--- config.mk ---
export PLATFORM = sky130hd
export DESIGN_NAME = connection_rate_probe_detector
export DESIGN_NICKNAME = d
export VERILOG_FILES = /design/src/rtl/crpd_pkg.sv /design/src/rtl/connection_rate_probe_detector.sv /design/src/rtl/crpd_ram.sv /design/src/rtl/crpd_engine.sv
export SDC_FILE = /design/constraint.sdc
export NUM_CORES = 2
export LEC_CHECK = 0
export BUFFER_PORTS_ARGS = -buffer_cell sky130_fd_sc_hd__buf_2
export CORE_MARGIN = 10
export CORE_UTILIZATION = 61
export CTS_BUF_LIST = sky130_fd_sc_hd__clkbuf_4 sky130_fd_sc_hd__clkbuf_8 sky130_fd_sc_hd__clkbuf_16
export DETAILED_ROUTE_END_ITERATION = 8
export PLACE_DENSITY = 0.77
export RECOVER_POWER = 100
export SETUP_SLACK_MARGIN = 0.5
export SYNTH_ARGS = -nofsm -noshare
export SYNTH_HDL_FRONTEND = slang
export SYNTH_HIERARCHICAL = 1
export SYNTH_MEMORY_MAX_BITS = 65536
export SYNTH_SLANG_ARGS = --single-unit
--- constraint.sdc ---
create_clock -name clk -period 11.7 [get_ports clk]
set_input_delay 2.34 -clock clk [delete_from_list [all_inputs] [get_ports clk]]
set_output_delay 2.34 -clock clk [all_outputs]
set_load 0.05 [all_outputs]
--- src/rtl/crpd_pkg.sv ---
`timescale 1ns / 1ps
// Package for the connection-rate probe detector: beat types of the event and result
// channels, the configuration bundle and the layout of one table entry. No dependencies.
package crpd_pkg;

	typedef struct packed {
		logic [31:0] source_addr;
		logic [31:0] now_sec;
	} conn_t;

	typedef struct packed {
		logic        probe_alert;
		logic        matched;
		logic        evicted;
		logic [5:0]  entry_slot;
		logic [7:0]  count_after;
		logic        ignored;
	} result_t;

	typedef struct packed {
		logic        monitor_enable;
		logic [15:0] window_seconds;
		logic [7:0]  probe_threshold;
	} cfg_t;

	typedef struct packed {
		logic [31:0] addr;
		logic [31:0] last_seen;
		logic [7:0]  count;
	} entry_t;

endpackage

--- src/rtl/connection_rate_probe_detector.sv ---
`timescale 1ns / 1ps
// Top level of the connection-rate probe detector: APB register block and table engine.
// Depends on crpd_pkg and crpd_engine.

// An event is taken when start is high and busy is low. With monitoring enabled the engine
// reads every filled table entry once from the entry memory, one per cycle, and then writes
// the updated entry back, so the result strobe is registered at the end of the WRITE state
// that follows the SCAN state. With monitoring disabled the result comes in the cycle after
// acceptance. Each result is on the result port for a single cycle marked by result_valid
// and must be taken then; busy is already low in that cycle, so the next event may be
// accepted alongside it. Configuration must be written only while the block is idle; the
// block itself does not enforce this.
module connection_rate_probe_detector #(
	parameter int TABLE_ENTRIES = 64
) (
	input  logic              clk,
	input  logic              arst_n,
	input  logic              psel,
	input  logic              penable,
	input  logic              pwrite,
	input  logic [3:0]        paddr,
	input  logic [31:0]       pwdata,
	output logic [31:0]       prdata,
	output logic              pready,
	input  logic              start,
	input  crpd_pkg::conn_t   conn,
	output logic              busy,
	output logic              result_valid,
	output crpd_pkg::result_t result
);

	localparam logic [1:0] REG_ENABLE    = 2'd0;
	localparam logic [1:0] REG_WINDOW    = 2'd1;
	localparam logic [1:0] REG_THRESHOLD = 2'd2;

	crpd_pkg::cfg_t cfg_q;
	logic           cfg_we;

	assign pready = 1'b1;
	assign cfg_we = psel && penable && pwrite;

	always_ff @(posedge clk or negedge arst_n) begin
		if (!arst_n) begin
			cfg_q.monitor_enable  <= 1'b1;
			cfg_q.window_seconds  <= 16'd60;
			cfg_q.probe_threshold <= 8'd25;
		end else if (cfg_we) begin
			unique case (paddr[3:2])
				REG_ENABLE:    cfg_q.monitor_enable  <= pwdata[0];
				REG_WINDOW:    cfg_q.window_seconds  <= pwdata[15:0];
				REG_THRESHOLD: cfg_q.probe_threshold <= pwdata[7:0];
				default: begin
				end
			endcase
		end
	end

	always_comb begin
		unique case (paddr[3:2])
			REG_ENABLE:    prdata = {31'd0, cfg_q.monitor_enable};
			REG_WINDOW:    prdata = {16'd0, cfg_q.window_seconds};
			REG_THRESHOLD: prdata = {24'd0, cfg_q.probe_threshold};
			default:       prdata = 32'd0;
		endcase
	end

	crpd_engine #(
		.TABLE_ENTRIES (TABLE_ENTRIES)
	) u_engine (
		.clk          (clk),
		.arst_n       (arst_n),
		.cfg          (cfg_q),
		.start        (start),
		.conn         (conn),
		.busy         (busy),
		.result_valid (result_valid),
		.result       (result)
	);

`ifndef ASSERT_OFF
	a_accept_progress: assert property (@(posedge clk) disable iff (!arst_n)
		(start && !busy) |=> (busy || result_valid))
		else $error("accepted beat neither started a scan nor produced a result");

	a_match_xor_evict: assert property (@(posedge clk) disable iff (!arst_n)
		result_valid |-> !(result.matched && result.evicted))
		else $error("result both matched and evicted");

	a_alert_clears: assert property (@(posedge clk) disable iff (!arst_n)
		(result_valid && result.probe_alert) |-> (result.matched && result.count_after == 8'd0))
		else $error("alert without a matched entry or with a non-zero count");

	a_ignored_quiet: assert property (@(posedge clk) disable iff (!arst_n)
		(result_valid && result.ignored) |->
			(!result.probe_alert && !result.matched && result.count_after == 8'd0))
		else $error("ignored beat carried table results");
`endif

endmodule

--- src/rtl/crpd_ram.sv ---
`timescale 1ns / 1ps
// Generic single-port-write, single-port-read synchronous RAM with a registered read.
// No dependencies.
module crpd_ram #(
	parameter int WIDTH = 72,
	parameter int DEPTH = 64
) (
	input  logic                     clk,
	input  logic                     we,
	input  logic [$clog2(DEPTH)-1:0] waddr,
	input  logic [WIDTH-1:0]         wdata,
	input  logic [$clog2(DEPTH)-1:0] raddr,
	output logic [WIDTH-1:0]         rdata
);

	logic [WIDTH-1:0] mem [DEPTH];

	always_ff @(posedge clk) begin
		if (we) begin
			mem[waddr] <= wdata;
		end
		rdata <= mem[raddr];
	end

endmodule

--- src/rtl/crpd_engine.sv ---
`timescale 1ns / 1ps
// Table engine: scans the entry memory for a match and the oldest entry, then writes back.
// Depends on crpd_pkg and crpd_ram.
module crpd_engine #(
	parameter int TABLE_ENTRIES = 64
) (
	input  logic             clk,
	input  logic             arst_n,
	input  crpd_pkg::cfg_t   cfg,
	input  logic             start,
	input  crpd_pkg::conn_t  conn,
	output logic             busy,
	output logic             result_valid,
	output crpd_pkg::result_t result
);

	localparam int IDX_W  = $clog2(TABLE_ENTRIES);
	localparam int CNT_W  = $clog2(TABLE_ENTRIES + 1);
	localparam int EXT_W  = (IDX_W > 6) ? IDX_W : 6;
	localparam int ENT_W  = $bits(crpd_pkg::entry_t);
	localparam logic [7:0] COUNT_MAX = 8'hFF;

	localparam logic [1:0] ST_IDLE  = 2'd0;
	localparam logic [1:0] ST_SCAN  = 2'd1;
	localparam logic [1:0] ST_WRITE = 2'd2;

	logic [1:0]       state_q;
	logic [CNT_W-1:0] idx_q;
	logic [CNT_W-1:0] used_q;
	logic [31:0]      addr_q;
	logic [31:0]      now_q;
	logic [31:0]      cutoff_q;
	logic [7:0]       thr_q;
	logic             valid_s1;
	logic [IDX_W-1:0] index_s1;
	logic             found_q;
	logic [IDX_W-1:0] match_idx_q;
	logic [31:0]      match_ts_q;
	logic [7:0]       match_cnt_q;
	logic [IDX_W-1:0] oldest_idx_q;
	logic [31:0]      oldest_ts_q;
	crpd_pkg::result_t result_q;
	logic             result_valid_q;

	logic             issue;
	logic [ENT_W-1:0] rd_data;
	crpd_pkg::entry_t rd_entry;
	logic             wr_en;
	logic [IDX_W-1:0] wr_idx;
	crpd_pkg::entry_t wr_entry;
	crpd_pkg::result_t wr_result;
	logic             table_full;
	logic [7:0]       cnt_base;
	logic [7:0]       cnt_inc;
	logic             hit_alert;
	logic [EXT_W-1:0] slot_ext;
	logic [31:0]      cutoff_in;

	assign issue    = (state_q == ST_SCAN) && (idx_q < used_q);
	assign rd_entry = rd_data;
	assign cutoff_in = (conn.now_sec >= 32'(cfg.window_seconds)) ?
		conn.now_sec - 32'(cfg.window_seconds) : 32'd0;

	crpd_ram #(
		.WIDTH (ENT_W),
		.DEPTH (TABLE_ENTRIES)
	) u_ram (
		.clk   (clk),
		.we    (wr_en),
		.waddr (wr_idx),
		.wdata (wr_entry),
		.raddr (idx_q[IDX_W-1:0]),
		.rdata (rd_data)
	);

	always_comb begin
		table_full = (used_q == CNT_W'(TABLE_ENTRIES));
		cnt_base   = (match_ts_q < cutoff_q) ? 8'd0 : match_cnt_q;
		cnt_inc    = (cnt_base == COUNT_MAX) ? COUNT_MAX : cnt_base + 8'd1;
		hit_alert  = (cnt_inc >= thr_q);
		wr_en      = (state_q == ST_WRITE);
		if (found_q) begin
			wr_idx = match_idx_q;
		end else if (table_full) begin
			wr_idx = oldest_idx_q;
		end else begin
			wr_idx = used_q[IDX_W-1:0];
		end
		slot_ext              = EXT_W'(wr_idx);
		wr_entry.addr         = addr_q;
		wr_entry.last_seen    = now_q;
		wr_entry.count        = found_q ? (hit_alert ? 8'd0 : cnt_inc) : 8'd1;
		wr_result.probe_alert = found_q && hit_alert;
		wr_result.matched     = found_q;
		wr_result.evicted     = !found_q && table_full;
		wr_result.entry_slot  = slot_ext[5:0];
		wr_result.count_after = wr_entry.count;
		wr_result.ignored     = 1'b0;
	end

	always_ff @(posedge clk or negedge arst_n) begin
		if (!arst_n) begin
			state_q        <= ST_IDLE;
			used_q         <= '0;
			idx_q          <= '0;
			valid_s1       <= 1'b0;
			found_q        <= 1'b0;
			result_valid_q <= 1'b0;
		end else begin
			result_valid_q <= 1'b0;
			valid_s1       <= issue;
			unique case (state_q)
				ST_IDLE: begin
					if (start) begin
						if (cfg.monitor_enable) begin
							idx_q   <= '0;
							found_q <= 1'b0;
							state_q <= ST_SCAN;
						end else begin
							result_valid_q <= 1'b1;
						end
					end
				end
				ST_SCAN: begin
					if (issue) begin
						idx_q <= idx_q + CNT_W'(1);
					end else begin
						state_q <= ST_WRITE;
					end
					if (valid_s1 && !found_q && rd_entry.addr == addr_q) begin
						found_q <= 1'b1;
					end
				end
				ST_WRITE: begin
					if (!found_q && !table_full) begin
						used_q <= used_q + CNT_W'(1);
					end
					result_valid_q <= 1'b1;
					state_q        <= ST_IDLE;
				end
				default: begin
					state_q <= ST_IDLE;
				end
			endcase
		end
	end

	always_ff @(posedge clk) begin
		index_s1 <= idx_q[IDX_W-1:0];
		if (state_q == ST_IDLE && start) begin
			addr_q   <= conn.source_addr;
			now_q    <= conn.now_sec;
			cutoff_q <= cutoff_in;
			thr_q    <= cfg.probe_threshold;
			result_q <= '{probe_alert: 1'b0, matched: 1'b0, evicted: 1'b0,
				entry_slot: 6'd0, count_after: 8'd0, ignored: 1'b1};
		end
		if (state_q == ST_SCAN && valid_s1) begin
			if (!found_q && rd_entry.addr == addr_q) begin
				match_idx_q <= index_s1;
				match_ts_q  <= rd_entry.last_seen;
				match_cnt_q <= rd_entry.count;
			end
			if (index_s1 == '0 || rd_entry.last_seen < oldest_ts_q) begin
				oldest_idx_q <= index_s1;
				oldest_ts_q  <= rd_entry.last_seen;
			end
		end
		if (state_q == ST_WRITE) begin
			result_q <= wr_result;
		end
	end

	assign busy         = (state_q != ST_IDLE);
	assign result_valid = result_valid_q;
	assign result       = result_q;

endmodule
---- Word-level counts from Yosys, hierarchy flattened ----
Memories as Yosys holds them, arrays and structs flattened. A register that Yosys moved wholly into a read port is not among the register bits.
Cells that the tools add are included.
cells by class
  add/sub/neg operators ................... 4
  order comparisons ....................... 5
  eq/ne operators ......................... 12
  muxes and demuxes ....................... 26
  reductions and logical operators ........ 29
operator list
  operator                                                       count
  32-bit < comparator                                            2
  16-bit case mux with 3 select lines                            1
  18-bit 2-to-1 mux                                              2
  32-bit == test                                                 1
  32-bit by 16-bit >= comparator with 1-bit output               1
  8-bit 2-to-1 mux                                               4
  32-bit by 16-bit subtractor with 32-bit output                 1
  7-bit 2-to-1 mux                                               3
  7-bit by 1-bit adder with 7-bit output, second input constant  2
  7-bit case mux with 2 select lines                             1
  6-bit 2-to-1 mux                                               2
  2-bit AND reduction                                            6
  1-bit logical AND                                              11
  8-bit by 1-bit adder with 8-bit output, second input constant  1
  8-bit == test, second input constant                           1
  8-bit >= comparator                                            1
  2-bit != test, second input constant                           4
  4-bit AND reduction                                            2
  7-bit == test, second input constant                           1
  7-bit < comparator                                             1
  1-bit 2-to-1 mux                                               7
  6-bit logical NOT                                              1
  2-bit 2-to-1 mux                                               3
  2-bit nonzero test                                             3
  other kinds (9)                                                14
word-level totals
  register bits ........................... 256
  bits in writable memories ............... 4608
  input port bits ......................... 106
  output and inout bits ................... 53
  logic and storage cells ................. 102
  memories kept ........................... 1
memory list
  name                words  width  rd ports  clocked after memory_dff  wr ports  line            text
  u_engine.u_ram.mem  64     72     1         1                         1         crpd_ram.sv:16  logic [WIDTH-1:0] mem [DEPTH];

---- Depth between registers and ports, before layout ----
  word-level depth ........................ 8
  mapped depth ............................ 19

---- Modules after synthesis ----
Netlist, hierarchy kept.
modules (own cells, without submodules)
  module                          times used  cells an instance  area each (µm²)  sequential area each (µm²)
  crpd_ram                        1           7305               175214.3         139814.1
  crpd_engine                     1           912                11340.9          6771.5
  connection_rate_probe_detector  1           96                 1272.5           635.6

---- Worst setup path before layout ----
Ideal clock, no wire load.
  kind .................................... in2reg
  start ................................... in start
  end ..................................... reg u_engine.idx_q[2]
  library setup time ...................... 0.142 ns
  data arrival time ....................... 12.022 ns
  slack ................................... -0.464 ns
  stages .................................. 4
  cells stage by stage .................... nor3b_1 nand2_1 o211ai_1 o31ai_1
between the ends
  cells in the longest elaborated chain, start to end .. 2
RTL lines
  what                                  line                                  text
  from (decl)                           connection_rate_probe_detector.sv:25  input logic start,
  2-bit != test (no source line)        -
  4-bit AND reduction (no source line)  -
  to (signal assigned)                  crpd_engine.sv:126                    idx_q <= idx_q + CNT_W'(1);
  to (decl)                             crpd_engine.sv:28                     logic [CNT_W-1:0] idx_q;
Every way passes these cells.
A chain may end at the register's enable or synchronous reset.

---- Final worst setup path ----
  start ................................... reg u_engine.used_q[0]
  end ..................................... mem u_engine.u_ram.mem[52][48], enable pin
between the ends
  cells in the longest elaborated chain, start to end .. 3
RTL lines
  what                            line                text
  from (decl)                     crpd_engine.sv:29   logic [CNT_W-1:0] used_q;
  from (signal assigned)          crpd_engine.sv:136  used_q <= used_q + CNT_W'(1);
  7-bit == test                   crpd_engine.sv:77   table_full = (used_q == CNT_W'(TABLE_ENTRIES));
  6-bit 2-to-1 mux                crpd_engine.sv:84   end else if (table_full) begin
  6-bit 2-to-1 mux                crpd_engine.sv:82   if (found_q) begin
  named net u_engine.slot_ext[4]  crpd_engine.sv:56   logic [EXT_W-1:0] slot_ext;
  to (decl)                       crpd_ram.sv:16
The timed path passes the listed nets, and every way through them passes these cells.

==> parameters.txt <==
Parameter                              Value

Timing
  Tightest hold margin ... 0.4077 ns
  Tmin final ... 9.216 ns
  Number of hold-slack violations in the final timing report ... 0
  Share of the cycle needed by the critical path after routing ... 0.7877
  Maximum frequency from static timing analysis ... 0.1085 GHz
  Worst Clk Skew ... 0.07664 ns
  Unrepaired setup endpoints after global routing ... no
  Smallest setup slack after layout ... 2.484 ns
  Setup_tns ... 0 ns
  Slew at the pin with the worst max-slew slack ... 5.260 ns
  Finish-stage setup viols ... 0
  Slew headroom ... -2.543
  Number of pins exceeding their max-slew limit in the final report ... 8439

Critical path
  Nature of the critical path endpoint ... register
  Cell-by-cell listing of the critical path ... inv_1, ha_1, and3_1, a21oi_1, o21ai_0, nor2b_1, nand4b_1, nor2_1, clkbuf_1, buf_4
  Arrival time at the worst endpoint ... 9.77 ns
  Data required time at the worst endpoint ... 12.25 ns
  Critical-path top delay cell ... sky130_fd_sc_hd__clkbuf_1
  Number of buffers and inverters on the critical path ... 3
  Biggest cell delay along the critical path ... 2.65 ns
  Largest fanout of any net on the critical path ... 30
  Kind of critical path ... reg2reg
  Critical path startpoint category ... register
  Cell family contributing the most delay on the critical path ... buffers and inverters

Logic synthesis
  Number of cells produced by synthesis ... 8313
  Yosys Warn Count ... 6
  Syn Area/Cell ... 22.59 sq um
  Synthesized area ... 187800 sq um
  Primary FF master, synth ... sky130_fd_sc_hd__edfxtp_1
  Number of enable flip-flop cells after synthesis ... 4813
  Proportion of synthesized flip-flops having asynchronous set or reset ... 0.008914
  Fraction of the mapped netlist area in compound gates ... 0.03126
  Basic-gate share of the synthesized area counting and, or, nand and nor cells ... 0.01542
  Main combinational cell family by area after synthesis ... multiplexers
  Unique cell type count in the Yosys netlist ... 74
  Post-synthesis adder-cell area fraction ... 0.006502
  Flip-flop and latch count after synthesis ... 4936
  Portion of netlist area occupied by mux cells ... 0.1466
  Share of synthesized area occupied by flip-flops and latches ... 0.7838
  Synth Area in XOR/XNOR ... 0.002238

Clocking
  Maximum count of clock buffers along a single path ... 4
  Clock tree root buffer cell ... sky130_fd_sc_hd__clkbuf_16
  CTS buffer count ... 462
  Clk sink count ... 4936
  Setup Fix Bufs, Post-CTS ... 0
  Clock slew at reported path FFs ... 0.06 ns
  Number of buffers inserted by hold repair at cts ... 0
  Post-cts repair resize count ... 0
  Clock tree from TritonCTS ... done
  Clk Latency, worst-skew pair ... 0.99 ns
  CTS H-tree depth ... 5

Routing
  Iteration count of the initial detailed-routing pass ... 8
  Number of violations reported at the end of detailed-routing iteration 0 ... 16521
  Total number of vias ... 96877
  Final wirelength ... 522.9 mm
  Routed wl met3 ... 79.02 mm
  Routed via count divided by cell count ... 7.296
  Routed Antenna Nets ... 0
  Drc violations ... 0
  Routed length per instance ... 39.38 microns
  Routed length on met1 ... 170.6 mm
  Met2 routed wirelength ... 243.5 mm
  Highest metal layer with signal wires ... met5

Global route
  Grt total ovfl ... 0
  Initial antenna violation count ... 28
  Vias in the first global route ... 97704
  Pin count of the biggest net entering global routing ... 138
  Wire length of the first global-routing pass ... 736.9 mm
  Total track usage ... 0.3125

Run status
  Violations in the final reports ... max-capacitance violations, max-slew violations
  Outcome ... finished with violations

Final layout
  Number of fill cells in the layout ... 17919
  Synth-to-layout area growth ... 11.27%
  Register area ... 147200 sq um
  Nets ... 8959
  Proportion of layout cells with a drive suffix above 1 ... 0.2390
  Multi-input gate area ... 38110 sq um

Die
  Core area ... 306300 sq um
  Vert. Die Dim ... 574.9 microns
  Area enclosed by the die boundary ... 330500 sq um
  Cell row count ... 203
  Horizontal extent of the die ... 574.9 microns
  Number of top-level design ports ... 159
  Starting Density ... 0.6132

Hold path
  Type of the tightest min-delay check ... reg2reg

Power and ir drop
  Static Leak ... 63.64 nW
  Power per unit of standard cell area ... 219.3 nW/um^2
  Power, Total ... 45.83 mW
  Peak supply drop ... 192.4 uV

Run
  Maximum capacitance violations ... 215

Place
  Post-Place Worst Slack ... 5.545 ns
  Detailed Place HPWL ... 263.4 mm
  Number of buffer cells added on primary ports ... 123
  Global placer's final weighted congestion ... 0.8462
==> routing by layer <==
metal  vias to the layer above  GRT usage
met5                         -  0.0008606
met4                        18     0.1444
met3                      1688    0.09699
met2                      8472     0.4802
met1                     50404     0.4164
li1                      36295          -
==> power by group <==
part           leakage (nW)  internal [mW]  switching (mW)
registers              43.8           20.9           0.343
logic                  12.0           3.57            5.54
clock network          7.86           8.91            6.59
==> kinds of logic after synthesis <==
group / after synthesis
AO/OA/AOI/OAI: 792
adder cells (fa/ha/maj): 97
other: 2
XOR/XNOR: 48
flip-flops: 4936
buffers and inverters: 559
AND/OR/NAND/NOR: 572
multiplexers: 1307
==> stage by stage <==
stage	instance area, sq um	std cells	util
6_report	209000	13279	0.6823
5_1_grt	208900	13264	0.6821
4_1_cts	210200	13257	0.6862
3_5_place_dp	194400	12391	0.6346
3_3_place_gp	194400	12391	0.6346
2_1_floorplan	187900	8328	-
==> layout make-up <==
| cell class | instances | area share |
|---|---|---|
| timing repair buffer | 414 | 0.01068 |
| tap | 4100 | 0.02455 |
| clock inverter | 256 | 0.01374 |
| inverter | 109 | 0.001958 |
| clock buffer | 610 | 0.06198 |
| antenna | 21 | 0.0002515 |
| multi-input combinational | 2833 | 0.1824 |
| sequential | 4936 | 0.7045 |
==> synthesized netlist by cell type, types with 82 or more instances <==
library cell	instances	area [sq um]
sky130_fd_sc_hd__nand3_1	147	735.7
sky130_fd_sc_hd__clkbuf_1	154	578.1
sky130_fd_sc_hd__edfxtp_1	4813	144500
sky130_fd_sc_hd__inv_1	109	409.1
sky130_fd_sc_hd__o22ai_1	144	900.9
sky130_fd_sc_hd__mux4_2	1152	25940
sky130_fd_sc_hd__ha_1	96	1201
sky130_fd_sc_hd__nor2_1	178	668.1
sky130_fd_sc_hd__a22oi_1	290	2177
sky130_fd_sc_hd__mux2i_1	118	1181
sky130_fd_sc_hd__buf_2	192	960.9
sky130_fd_sc_hd__a211oi_1	82	615.6
==> worst paths after layout <==
| path | start | cells past startpoint | endpoint | slack, ns |
|---|---|---|---|---|
| max in group asynchronous | arst_n | 1 | u_engine/idx_q[1] | 7.91 |
| setup reg to reg | u_engine/used_q[0] | 10 | u_engine/u_ram/mem[52][48] | 2.48 |
| min in group asynchronous | arst_n | 1 | cfg_q[17] | 2.07 |
| setup / recovery | u_engine/used_q[0] | 10 | u_engine/u_ram/mem[52][48] | 2.48 |
| hold / removal | u_engine/u_ram/rdata[5] | 0 | u_engine/match_cnt_q[5] | 0.41 |
| hold reg to reg | u_engine/u_ram/rdata[5] | 0 | u_engine/match_cnt_q[5] | 0.41 |
==> layout by cell type, fill, tap and decap left out, drive strengths merged, types with 30 or more instances in the layout <==
| cell type | Yosys | final |
|---|---|---|
| a211oi | 83 | 83 |
| a21oi | 42 | 42 |
| a22oi | 290 | 290 |
| buf | 296 | 172 |
| bufinv | 0 | 49 |
| clkbuf | 154 | 852 |
| clkinv | 0 | 173 |
| dfrtp | 36 | 36 |
| dfxtp | 79 | 79 |
| edfxtp | 4813 | 4813 |
| ha | 96 | 96 |
| inv | 109 | 121 |
| mux2 | 37 | 37 |
| mux2i | 118 | 118 |
| mux4 | 1152 | 1152 |
| nand2 | 48 | 48 |
| nand3 | 148 | 148 |
| nor2 | 178 | 178 |
| nor3 | 34 | 34 |
| o211a | 72 | 72 |
| o21ai | 34 | 34 |
| o221ai | 54 | 54 |
| o22ai | 144 | 144 |
| xor2 | 30 | 30 |
==> registers in the layout, summed over array words and instances, names as in the netlist, 2 cells and up <==
name                   count
u_engine/state_q           2
cfg_q                     25
u_engine/u_ram/rdata      72
u_engine/oldest_ts_q      32
u_engine/index_s1          6
u_engine/cutoff_q         32
u_engine/thr_q             8
u_engine/match_cnt_q       8
u_engine/match_idx_q       6
u_engine/result           18
u_engine/u_ram/mem      4608
u_engine/now_q            32
u_engine/used_q            7
u_engine/oldest_idx_q      6
u_engine/match_ts_q       32
u_engine/addr_q           32
u_engine/idx_q             7
Power figures use the tool's default switching activity.
